### src/jfmc_pkg.sv
// ----------------------------------------------------------------------------
// jfmc_pkg
// Shared types and constants for the joystick-to-motor command block.
// ----------------------------------------------------------------------------
`default_nettype none

package jfmc_pkg;

  typedef logic signed [11:0] speed_t;

  typedef struct packed {
    speed_t right_speed;
    speed_t left_speed;
  } speed_pair_t;

  typedef struct packed {
    logic full;
    logic empty;
  } queue_stat_t;

  localparam int QUEUE_DEPTH_DEF = 2;

  localparam int CFG_IDX_W = 2;
  localparam logic [CFG_IDX_W-1:0] CFG_RIGHT_ADDR = 2'd0;
  localparam logic [CFG_IDX_W-1:0] CFG_LEFT_ADDR  = 2'd1;
  localparam logic [CFG_IDX_W-1:0] CFG_ENABLE_OP  = 2'd2;
  localparam logic [CFG_IDX_W-1:0] CFG_VELOCITY_OP = 2'd3;

  localparam logic [7:0] RIGHT_ADDR_RST  = 8'd1;
  localparam logic [7:0] LEFT_ADDR_RST   = 8'd2;
  localparam logic [7:0] ENABLE_OP_RST   = 8'd21;
  localparam logic [7:0] VELOCITY_OP_RST = 8'd63;

  localparam logic [7:0]  HEADER_OK  = 8'hFF;
  localparam logic [7:0]  BTN_STOP   = 8'h20;
  localparam logic [15:0] STICK_MID  = 16'h0200;
  localparam logic [15:0] BAND_LO    = 16'h0020;
  localparam logic [15:0] BAND_A_HI  = 16'h00C0;
  localparam logic [15:0] BAND_B_LO  = 16'h00C1;
  localparam logic [15:0] BAND_B_HI  = 16'h0160;
  localparam logic [15:0] BAND_C_LO  = 16'h0161;
  localparam logic [15:0] BAND_C_HI  = 16'h01FF;
  localparam logic [15:0] BAND_D_LO  = 16'h0201;
  localparam logic [15:0] BAND_HI    = 16'h0380;

  localparam speed_t SPD_FAST_FWD = 12'sd2000;
  localparam speed_t SPD_FWD      = 12'sd1000;
  localparam speed_t SPD_SLOW_FWD = 12'sd500;
  localparam speed_t SPD_ZERO     = 12'sd0;
  localparam speed_t SPD_SLOW_REV = -12'sd500;
  localparam speed_t SPD_REV      = -12'sd1000;

endpackage

`default_nettype wire

### src/jfmc_front.sv
// ----------------------------------------------------------------------------
// jfmc_front
// Checks and decodes one joystick frame and updates the held wheel speeds.
// ----------------------------------------------------------------------------
`default_nettype none

module jfmc_front
  import jfmc_pkg::*;
(
  input  wire logic        clk,
  input  wire logic        rst_n,
  input  wire logic        take,
  input  wire logic [7:0]  header_byte,
  input  wire logic [15:0] stick_y,
  input  wire logic [15:0] stick_x,
  input  wire logic [15:0] stick_z,
  input  wire logic [7:0]  button_byte,
  input  wire logic [7:0]  checksum_byte,
  output speed_pair_t      speeds_nxt
);

  speed_t      left_speed_r;
  speed_t      right_speed_r;
  logic [7:0]  sum8;
  logic        frame_ok;
  logic [15:0] y_d;
  logic [15:0] x_d;
  logic [7:0]  btn_d;
  speed_t      x_speed;

  assign sum8 = stick_y[15:8] + stick_y[7:0] + stick_x[15:8] + stick_x[7:0]
              + stick_z[15:8] + stick_z[7:0] + button_byte;
  assign frame_ok = (header_byte == HEADER_OK) && (sum8 == checksum_byte);
  assign y_d   = frame_ok ? stick_y : 16'd0;
  assign x_d   = frame_ok ? stick_x : 16'd0;
  assign btn_d = frame_ok ? button_byte : 8'd0;

  always_comb begin
    priority if (x_d >= BAND_LO && x_d < BAND_A_HI) begin
      x_speed = SPD_FAST_FWD;
    end else if (x_d >= BAND_B_LO && x_d < BAND_B_HI) begin
      x_speed = SPD_FWD;
    end else if (x_d >= BAND_C_LO && x_d < BAND_C_HI) begin
      x_speed = SPD_SLOW_FWD;
    end else if (x_d == STICK_MID) begin
      x_speed = SPD_ZERO;
    end else if (x_d >= BAND_D_LO && x_d < BAND_HI) begin
      x_speed = SPD_SLOW_REV;
    end else begin
      x_speed = SPD_REV;
    end
  end

  always_comb begin
    speeds_nxt.left_speed  = left_speed_r;
    speeds_nxt.right_speed = right_speed_r;
    priority if (btn_d == BTN_STOP) begin
      speeds_nxt.left_speed  = SPD_ZERO;
      speeds_nxt.right_speed = SPD_ZERO;
    end else if (y_d == STICK_MID) begin
      speeds_nxt.left_speed  = x_speed;
      speeds_nxt.right_speed = x_speed;
    end else if (y_d >= BAND_LO && y_d < BAND_C_HI) begin
      speeds_nxt.left_speed  = SPD_REV;
      speeds_nxt.right_speed = SPD_FWD;
    end else if (y_d >= BAND_D_LO && y_d < BAND_HI) begin
      speeds_nxt.left_speed  = SPD_FWD;
      speeds_nxt.right_speed = SPD_REV;
    end else begin
      speeds_nxt.left_speed  = left_speed_r;
      speeds_nxt.right_speed = right_speed_r;
    end
  end

  always_ff @(posedge clk) begin
    if (!rst_n) begin
      left_speed_r  <= SPD_ZERO;
      right_speed_r <= SPD_ZERO;
    end else if (take) begin
      left_speed_r  <= speeds_nxt.left_speed;
      right_speed_r <= speeds_nxt.right_speed;
    end
  end

endmodule

`default_nettype wire

### src/jfmc_queue.sv
// ----------------------------------------------------------------------------
// jfmc_queue
// Small FIFO of decoded speed pairs between front and back.
// ----------------------------------------------------------------------------
`default_nettype none

module jfmc_queue
  import jfmc_pkg::*;
#(
  parameter int DEPTH = QUEUE_DEPTH_DEF
) (
  input  wire logic        clk,
  input  wire logic        rst_n,
  input  wire logic        push,
  input  wire speed_pair_t push_data,
  input  wire logic        pop,
  output speed_pair_t      pop_data,
  output queue_stat_t      stat
);

  localparam int AW = (DEPTH > 1) ? $clog2(DEPTH) : 1;
  localparam int CW = $clog2(DEPTH + 1);
  localparam logic [AW-1:0] LAST_PTR = AW'(DEPTH - 1);
  localparam logic [CW-1:0] FULL_CNT = CW'(DEPTH);

  speed_pair_t   mem [DEPTH];
  logic [AW-1:0] wr_ptr_r;
  logic [AW-1:0] rd_ptr_r;
  logic [CW-1:0] count_r;
  logic [CW-1:0] count_nxt;

  assign stat.full  = (count_r == FULL_CNT);
  assign stat.empty = (count_r == '0);
  assign pop_data   = mem[rd_ptr_r];

  always_comb begin
    count_nxt = count_r;
    unique case ({push, pop})
      2'b10:   count_nxt = count_r + 1'b1;
      2'b01:   count_nxt = count_r - 1'b1;
      default: count_nxt = count_r;
    endcase
  end

  always_ff @(posedge clk) begin
    if (push) begin
      mem[wr_ptr_r] <= push_data;
    end
  end

  always_ff @(posedge clk) begin
    if (!rst_n) begin
      wr_ptr_r <= '0;
      rd_ptr_r <= '0;
      count_r  <= '0;
    end else begin
      count_r <= count_nxt;
      if (push) begin
        wr_ptr_r <= (wr_ptr_r == LAST_PTR) ? '0 : wr_ptr_r + 1'b1;
      end
      if (pop) begin
        rd_ptr_r <= (rd_ptr_r == LAST_PTR) ? '0 : rd_ptr_r + 1'b1;
      end
    end
  end

endmodule

`default_nettype wire

### src/jfmc_back.sv
// ----------------------------------------------------------------------------
// jfmc_back
// Holds the drive settings and emits four motor frames per speed pair.
// ----------------------------------------------------------------------------
`default_nettype none

module jfmc_back
  import jfmc_pkg::*;
(
  input  wire logic                 clk,
  input  wire logic                 rst_n,
  input  wire logic                 cfg_we,
  input  wire logic [CFG_IDX_W-1:0] cfg_index,
  input  wire logic [7:0]           cfg_data,
  input  wire speed_pair_t          head,
  input  wire logic                 head_empty,
  output logic                      head_pop,
  output logic                      out_valid,
  input  wire logic                 out_stall,
  output logic [7:0]                out_address_out,
  output logic [7:0]                out_command_out,
  output logic [7:0]                out_value_byte_high,
  output logic [7:0]                out_value_byte_upper,
  output logic [7:0]                out_value_byte_lower,
  output logic [7:0]                out_value_byte_low,
  output logic [7:0]                out_check_even,
  output logic [7:0]                out_check_odd,
  output logic                      out_last_frame
);

  localparam logic [1:0] PH_EN_RIGHT  = 2'd0;
  localparam logic [1:0] PH_VEL_RIGHT = 2'd1;
  localparam logic [1:0] PH_EN_LEFT   = 2'd2;
  localparam logic [1:0] PH_VEL_LEFT  = 2'd3;

  logic [7:0]         right_addr_r;
  logic [7:0]         left_addr_r;
  logic [7:0]         enable_op_r;
  logic [7:0]         velocity_op_r;
  logic [1:0]         phase_r;
  logic               out_valid_r;
  logic [63:0]        word_r;
  logic               last_r;
  logic               load;
  logic signed [15:0] right_ext;
  logic signed [15:0] left_ext;
  logic signed [15:0] right_x10;
  logic signed [15:0] left_x10_neg;
  logic [7:0]         addr_sel;
  logic [7:0]         op_sel;
  logic [31:0]        value_sel;

  assign load     = !head_empty && (!out_valid_r || !out_stall);
  assign head_pop = load && (phase_r == PH_VEL_LEFT);

  assign right_ext    = {{4{head.right_speed[11]}}, head.right_speed};
  assign left_ext     = {{4{head.left_speed[11]}}, head.left_speed};
  assign right_x10    = (right_ext <<< 3) + (right_ext <<< 1);
  assign left_x10_neg = 16'sd0 - ((left_ext <<< 3) + (left_ext <<< 1));

  always_comb begin
    unique case (phase_r)
      PH_EN_RIGHT: begin
        addr_sel  = right_addr_r;
        op_sel    = enable_op_r;
        value_sel = '0;
      end
      PH_VEL_RIGHT: begin
        addr_sel  = right_addr_r;
        op_sel    = velocity_op_r;
        value_sel = {{16{right_x10[15]}}, right_x10};
      end
      PH_EN_LEFT: begin
        addr_sel  = left_addr_r;
        op_sel    = enable_op_r;
        value_sel = '0;
      end
      default: begin
        addr_sel  = left_addr_r;
        op_sel    = velocity_op_r;
        value_sel = {{16{left_x10_neg[15]}}, left_x10_neg};
      end
    endcase
  end

  always_ff @(posedge clk) begin
    if (!rst_n) begin
      right_addr_r  <= RIGHT_ADDR_RST;
      left_addr_r   <= LEFT_ADDR_RST;
      enable_op_r   <= ENABLE_OP_RST;
      velocity_op_r <= VELOCITY_OP_RST;
    end else if (cfg_we) begin
      unique case (cfg_index)
        CFG_RIGHT_ADDR:  right_addr_r  <= cfg_data;
        CFG_LEFT_ADDR:   left_addr_r   <= cfg_data;
        CFG_ENABLE_OP:   enable_op_r   <= cfg_data;
        default:         velocity_op_r <= cfg_data;
      endcase
    end
  end

  always_ff @(posedge clk) begin
    if (!rst_n) begin
      phase_r     <= PH_EN_RIGHT;
      out_valid_r <= 1'b0;
    end else begin
      if (load) begin
        phase_r     <= phase_r + 1'b1;
        out_valid_r <= 1'b1;
      end else if (!out_stall) begin
        out_valid_r <= 1'b0;
      end
    end
  end

  always_ff @(posedge clk) begin
    if (load) begin
      word_r <= {addr_sel, op_sel, value_sel,
                 addr_sel ^ value_sel[31:24] ^ value_sel[15:8],
                 op_sel ^ value_sel[23:16] ^ value_sel[7:0]};
      last_r <= (phase_r == PH_VEL_LEFT);
    end
  end

  assign out_valid            = out_valid_r;
  assign out_address_out      = word_r[63:56];
  assign out_command_out      = word_r[55:48];
  assign out_value_byte_high  = word_r[47:40];
  assign out_value_byte_upper = word_r[39:32];
  assign out_value_byte_lower = word_r[31:24];
  assign out_value_byte_low   = word_r[23:16];
  assign out_check_even       = word_r[15:8];
  assign out_check_odd        = word_r[7:0];
  assign out_last_frame       = last_r;

endmodule

`default_nettype wire

### src/joystick_frame_to_motor_commands.sv
// ----------------------------------------------------------------------------
// joystick_frame_to_motor_commands
// Turns one remote-control joystick frame into four motor drive frames.
//
// Input channel (in_valid / in_stall): one word is a whole joystick frame.
// A frame with a bad header or checksum decodes as all zeros, so the held
// wheel speeds stay. Output channel (out_valid / out_stall): one word is
// one 8-byte motor frame; each input yields enable right, velocity right,
// enable left, velocity left, the last with out_last_frame set.
// A taken joystick frame is first written into the queue; the output
// register then loads its first motor frame, and the rest follow on
// consecutive unstalled cycles. The single output register sends one
// motor frame per cycle while out_stall is low. A queue of QUEUE_DEPTH
// decoded speed pairs sits between decoder and frame sequencer; in_stall
// rises only when it is full. While out_stall is high the output word
// holds. Reset clears the speeds to zero, empties the queue and loads the
// default addresses and opcodes. The cfg port never stalls.
// ----------------------------------------------------------------------------
`default_nettype none

module joystick_frame_to_motor_commands
  import jfmc_pkg::*;
#(
  parameter int QUEUE_DEPTH = QUEUE_DEPTH_DEF
) (
  input  wire logic                 clk,
  input  wire logic                 rst_n,
  input  wire logic                 in_valid,
  output logic                      in_stall,
  input  wire logic [7:0]           in_header_byte,
  input  wire logic [15:0]          in_stick_y,
  input  wire logic [15:0]          in_stick_x,
  input  wire logic [15:0]          in_stick_z,
  input  wire logic [7:0]           in_button_byte,
  input  wire logic [7:0]           in_checksum_byte,
  output logic                      out_valid,
  input  wire logic                 out_stall,
  output logic [7:0]                out_address_out,
  output logic [7:0]                out_command_out,
  output logic [7:0]                out_value_byte_high,
  output logic [7:0]                out_value_byte_upper,
  output logic [7:0]                out_value_byte_lower,
  output logic [7:0]                out_value_byte_low,
  output logic [7:0]                out_check_even,
  output logic [7:0]                out_check_odd,
  output logic                      out_last_frame,
  input  wire logic                 cfg_valid,
  output logic                      cfg_ready,
  input  wire logic [CFG_IDX_W-1:0] cfg_index,
  input  wire logic [7:0]           cfg_data
);

  logic        take;
  speed_pair_t speeds_nxt;
  speed_pair_t head;
  queue_stat_t q_stat;
  logic        head_pop;

  assign cfg_ready = 1'b1;
  assign in_stall  = q_stat.full;
  assign take      = in_valid && !q_stat.full;

  jfmc_front u_front (
    .clk           (clk),
    .rst_n         (rst_n),
    .take          (take),
    .header_byte   (in_header_byte),
    .stick_y       (in_stick_y),
    .stick_x       (in_stick_x),
    .stick_z       (in_stick_z),
    .button_byte   (in_button_byte),
    .checksum_byte (in_checksum_byte),
    .speeds_nxt    (speeds_nxt)
  );

  jfmc_queue #(
    .DEPTH (QUEUE_DEPTH)
  ) u_queue (
    .clk       (clk),
    .rst_n     (rst_n),
    .push      (take),
    .push_data (speeds_nxt),
    .pop       (head_pop),
    .pop_data  (head),
    .stat      (q_stat)
  );

  jfmc_back u_back (
    .clk                  (clk),
    .rst_n                (rst_n),
    .cfg_we               (cfg_valid && cfg_ready),
    .cfg_index            (cfg_index),
    .cfg_data             (cfg_data),
    .head                 (head),
    .head_empty           (q_stat.empty),
    .head_pop             (head_pop),
    .out_valid            (out_valid),
    .out_stall            (out_stall),
    .out_address_out      (out_address_out),
    .out_command_out      (out_command_out),
    .out_value_byte_high  (out_value_byte_high),
    .out_value_byte_upper (out_value_byte_upper),
    .out_value_byte_lower (out_value_byte_lower),
    .out_value_byte_low   (out_value_byte_low),
    .out_check_even       (out_check_even),
    .out_check_odd        (out_check_odd),
    .out_last_frame       (out_last_frame)
  );

endmodule

`default_nettype wire

### config.mk
export PLATFORM = sky130hd
export DESIGN_NAME = joystick_frame_to_motor_commands
export DESIGN_NICKNAME = d
export VERILOG_FILES = /design/src/jfmc_pkg.sv /design/src/jfmc_front.sv /design/src/jfmc_queue.sv /design/src/jfmc_back.sv /design/src/joystick_frame_to_motor_commands.sv
export SDC_FILE = /design/constraint.sdc
export NUM_CORES = 1
export LEC_CHECK = 0
export BUFFER_PORTS_ARGS = -buffer_cell sky130_fd_sc_hd__buf_4
export CAP_MARGIN = 5
export CORE_MARGIN = 2
export CORE_UTILIZATION = 60
export DETAILED_ROUTE_END_ITERATION = 8
export GPL_ROUTABILITY_DRIVEN = 0
export PLACE_DENSITY = 0.83
export SYNTH_ARGS = -nofsm -noshare
export SYNTH_HDL_FRONTEND = slang
export SYNTH_HIERARCHICAL = 1
export SYNTH_SLANG_ARGS = --single-unit
### constraint.sdc
create_clock -name clk -period 7.4 [get_ports clk]
set_input_delay 0.37 -clock clk [delete_from_list [all_inputs] [get_ports clk]]
set_output_delay 0.37 -clock clk [all_outputs]
set_load 0.03 [all_outputs]
==> results.env <==
CELL_CHOSEN_FOR_THE_CLOCK_ROOT='sky130_fd_sc_hd__clkbuf_16'
CRIT_TYPE='in -> reg'
FINAL_CORE_UTILIZATION=0.722
SYN-NUM-NETS=1148
POWER_FRAC_CLOCK=0.268
SWITCHING_SHARE=0.359
TIMING.MAX_CAP.VIOLATIONS=0
SETUP_CRIT_END_KIND='register'
SYNTH_CELL_TYPES=81
GRT_SETUP_UNREPAIRED='no'
SETUP_SKEW_AFTER_LAYOUT_NS=0.0145
FMAX_MHz=184
CRITICAL_PATH.MAX_STAGE_DELAY_NS=0.83
CLOCK_PIN_SLEW_ON_THE_WORST_SETUP_AND_HOLD_PATHS_NS=0.07
CRITICAL_PATH.SLOWEST_CELL='sky130_fd_sc_hd__nor3_1'
SYN-INSTANCE-COUNT=978
SYNTHTOLAYOUTAREAGROWTH_PCT=17.3
TRACK_USAGE=0.262
SEQ_POWER_SHARE=0.326
DIODES=0
ASYNCSETRESETFLOPFRACSYNTH=0
VDD.IR_DROP.WORST_mV=0.222
DRT_WL_TOTAL_UM=23000
CELL_INTERNAL_PWR_W=0.00212
YOSYSSEQAREASHARE=0.407
PATH_CELLS='buf_4, fa_1, inv_1, fa_1, fa_1, inv_1, fa_1, fa_1, xnor2_1, xnor2_1, nor4_1, o2111ai_1, nor3_1, nor2_1, and2_1'
IO-PIN-COUNT=155
DETAIL_ROUTE.DRC_VIOLATIONS=0
YOSYS.AREA_SHARE.ADDER=0.126
CTS_SETUP_BUFFERS=0
CTS.PATH.MAX_BUFFERS=2
INITIALDRTVIOLATIONCOUNT=634
GRT_MAX_DEGREE=59
SYNTHXORXNORAREAFRAC=0.0742
NUM-NETS-FINAL=1271
SYN-MEAN-INSTANCE-AREA_UM2=10.5
GRT-OVFL-TOTAL=0
SYNTH_TOP_CELL_BY_AREA='sky130_fd_sc_hd__edfxtp_1'
YOSYS-MUX-AREA-FRACTION=0.0685
TIMING_WORST_SLEW_PIN_VALUE_NS=1.18
CTS_TREE='yes'
MOST_FREQUENT_CELL_ON_THE_CRITICAL_PATH='sky130_fd_sc_hd__fa_1'
BUFFER_PORTS.INSERTED=152
STDCELL_COUNT=1334
ANTENNA_LEFT=0
SYNTH_AREA_LEADERS='sky130_fd_sc_hd__edfxtp_1 28%, sky130_fd_sc_hd__dfxtp_1 13%, sky130_fd_sc_hd__fa_1 6.5%, sky130_fd_sc_hd__ha_1 6.1%, sky130_fd_sc_hd__mux2_2 4.4%'
CTS-BUFFERS-INSERTED=17
FINAL.MIN_CLOCK_PERIOD_NS=5.44
WL_PER_CELL_UM=17.3
STATUS='completed'
POSTCTSHOLDBUFS=0
CP.BUFFERS_INVERTERS=3
COMB_POWER_SHARE=0.406
SYNTH-COMPOUND-AREA-SHARE=0.123
HPWLAFTERDP_UM=17200
CLOCK_LATENCY_NS=0.43
INITIAL_CORE_UTIL=0.615
SETUP_VIOL=0
P_SW_W=0.00119
DETAILROUTE.VIA_COUNT=7676
STD_CELL_ROWS=47
FLOORPLAN.DIE.HEIGHT_UM=135
FIRST_GLOBAL_VIAS=7546
MOST_USED_CELLS_IN_THE_LAYOUT_EXCLUDING_FILL_AND_TAP_CELLS='157 x sky130_fd_sc_hd__buf_4, 96 x sky130_fd_sc_hd__edfxtp_1, 78 x sky130_fd_sc_hd__nand2_1'
SETUP_TNS_NS=0
WORSTPATHREQUIRED_NS=7.58
VIAS_PER_CELL=5.75
HOLDCRITPATHCLASS='in -> reg'
SYNTH_LARGEST_TYPE_AREA_FRACTION=0.282
FINAL_COMMON_CELL='sky130_fd_sc_hd__buf_4'
WIRE_LENGTH_OF_THE_FIRST_GLOBAL_ROUTING_PASS_UM=37100
CTS_RESIZED=0
POWER_DENSITY_nW_PER_UM2=276
SYNTH-EDFF-COUNT=96
CTS.SINKS=160
TIMING.CRITICAL_PATH.ARRIVAL_NS=5.61
LAYOUT-DRIVE-GT1-SHARE=0.221
COUNT_OF_H_TREE_LEVELS_BUILT_DURING_CTS=4
YS.FLOP_TYPE='sky130_fd_sc_hd__edfxtp_1'
POWER.STATIC_LEAKAGE_nW=5.07
DIE_AREA_UM2=18100
DIE_W_UM=135
TIMING.SLEW.HEADROOM=0.212
CRITICAL-PATH-TOP-DELAY-FAMILY='adder cells'
COREAREA_UM2=16600
POSTSYNTHREGISTERBITS=160
GRT_ANTENNA_BEFORE_REPAIR=0
TIMING.CRITICAL_PATH.FROM_TYPE='input port'
SYNTHSIMPLEGATEAREAFRAC=0.144
DOMINANT_COMBINATIONAL_CELL_FAMILY_BY_AREA_AFTER_SYNTHESIS='simple AND/OR/NAND/NOR gates'
TIMING_HOLD_VIOLATIONS_FINAL=0
DRT_PASS1_ITERATIONS=5
SYN_AREA_UM2=10200
MIN_PERIOD_OVER_PERIOD=0.735
YOSYSWARNINGCOUNT=6
FINAL_MAX_SLEW_VIOL_COUNT=0
CRITPATHMAXFANOUT=15
DP_CELL_COUNT=1302
[final cells by class]
class	count	area [um2]
fillers	1147	4630
repair buffers	157	1180
inverters	75	282
clock buffers	19	433
flip-flops and latches	160	4160
multi-input cells	690	5510
clock inverters	13	170
well taps	220	275
[worst register-to-register path: cells and delay by family, from the launching register on]
kind	cells	cell delay (ns)
AOI/OAI and AO/OA	4	1.63
DFF	1	1.04
adders and majority gates	2	0.62
muxes	1	0.46
xor gates and xnor gates	1	0.36
buffers and inverters	2	0.35
and+or+nand+nor	2	0.27
[synth_stat cells, types with 4 or more instances]
cell                        n
sky130_fd_sc_hd__xnor3_1    7
sky130_fd_sc_hd__o211ai_1  13
sky130_fd_sc_hd__or4_1      5
sky130_fd_sc_hd__nand3_1   25
sky130_fd_sc_hd__o22ai_1    4
sky130_fd_sc_hd__nand3b_1   4
sky130_fd_sc_hd__clkbuf_1  23
sky130_fd_sc_hd__ha_1      50
sky130_fd_sc_hd__xnor2_1   37
sky130_fd_sc_hd__nand2_1   78
sky130_fd_sc_hd__dfxtp_1   64
sky130_fd_sc_hd__o21a_1    10
sky130_fd_sc_hd__nor3b_1    4
sky130_fd_sc_hd__a211oi_1   7
sky130_fd_sc_hd__nor2_1    56
sky130_fd_sc_hd__buf_2      8
sky130_fd_sc_hd__nor3_1    17
sky130_fd_sc_hd__nand4_1    5
sky130_fd_sc_hd__o21bai_1   4
sky130_fd_sc_hd__a21o_1    13
sky130_fd_sc_hd__nor4_1     8
sky130_fd_sc_hd__buf_4     19
sky130_fd_sc_hd__xor3_1     5
sky130_fd_sc_hd__mux2_2    40
sky130_fd_sc_hd__or3_1     10
sky130_fd_sc_hd__a21oi_1   47
sky130_fd_sc_hd__nand2b_1   7
sky130_fd_sc_hd__o21ai_0   28
sky130_fd_sc_hd__nor2b_1   26
sky130_fd_sc_hd__inv_1     75
sky130_fd_sc_hd__edfxtp_1  96
sky130_fd_sc_hd__xor2_1    15
sky130_fd_sc_hd__a31oi_1    7
sky130_fd_sc_hd__and3_1     7
sky130_fd_sc_hd__mux2i_1   25
sky130_fd_sc_hd__o31ai_1    4
sky130_fd_sc_hd__a21boi_0  10
sky130_fd_sc_hd__fa_1      33
sky130_fd_sc_hd__and2_1    21
[registers in the layout, indices dropped and copies added, names as in the netlist, 2 cells and up, named ones only]
| register | cells |
|---|---|
| u_back/velocity_op_r | 8 |
| u_back/enable_op_r | 8 |
| u_back/phase_r | 2 |
| u_back/left_addr_r | 8 |
| u_back/right_addr_r | 8 |
| u_front/left_speed_r | 12 |
| u_front/right_speed_r | 12 |
| u_back/word_r | 47 |
| u_queue/mem | 48 |
| u_queue/count_r | 2 |
[logic make-up after synthesis]
group                    Yosys count
flip-flops                       160
multiplexers                      65
other                              2
AND/OR/NAND/NOR                  289
XOR/XNOR                          65
AO/OA/AOI/OAI                    186
adder cells (fa/ha/maj)           83
buffers and inverters            128
[worst paths after layout]
kind | startpoint | cells after the start | slack, ns | end
max | in_stick_y[2] | 15 | 1.96 | u_queue/mem[1][13]
min | cfg_data[4] | 3 | 0.18 | u_back/enable_op_r[4]
max reg2reg | register | 12 | 2.41 | u_back/word_r[6]
min reg2reg | u_front/right_speed_r[2] | 2 | 0.44 | u_front/right_speed_r[2]
[power by group through the flow]
stage / logic [W] / clock network, W / registers [W]
finish: 0.00135 / 0.000887 / 0.00108
global placement: 0.00129 / 0 / 0.00110
global route: 0.00147 / 0.000931 / 0.00109
floorplan: 0.000916 / 0 / 0.00120
detailed placement: 0.00133 / 0 / 0.00110
CTS: 0.00134 / 0.000900 / 0.00108
[routing by layer]
metal / up-vias / wire (um) / track usage
met5: - / 0 / 0
met4: 0 / 461 / 0.0895
met3: 37 / 1380 / 0.0529
met2: 266 / 11300 / 0.440
met1: 3660 / 9840 / 0.342
li1: 3713 / - / -
[through the flow]
| stage | setup slack (ns) | area (um2) | hold slack [ns] | power (W) |
|---|---|---|---|---|
| after CTS | 2.01 | 12000 | 0.166 | 0.00332 |
| after global placement | 1.70 | 11400 | 0.418 | 0.00239 |
| after global routing | 1.66 | 12000 | 0.183 | 0.00348 |
| final | 1.96 | 12000 | 0.183 | 0.00331 |
| after detailed placement | 1.54 | 11400 | 0.428 | 0.00243 |
| after floorplan | 2.43 | 10200 | 0.408 | 0.00212 |
(Power assumes the default switching activity.)
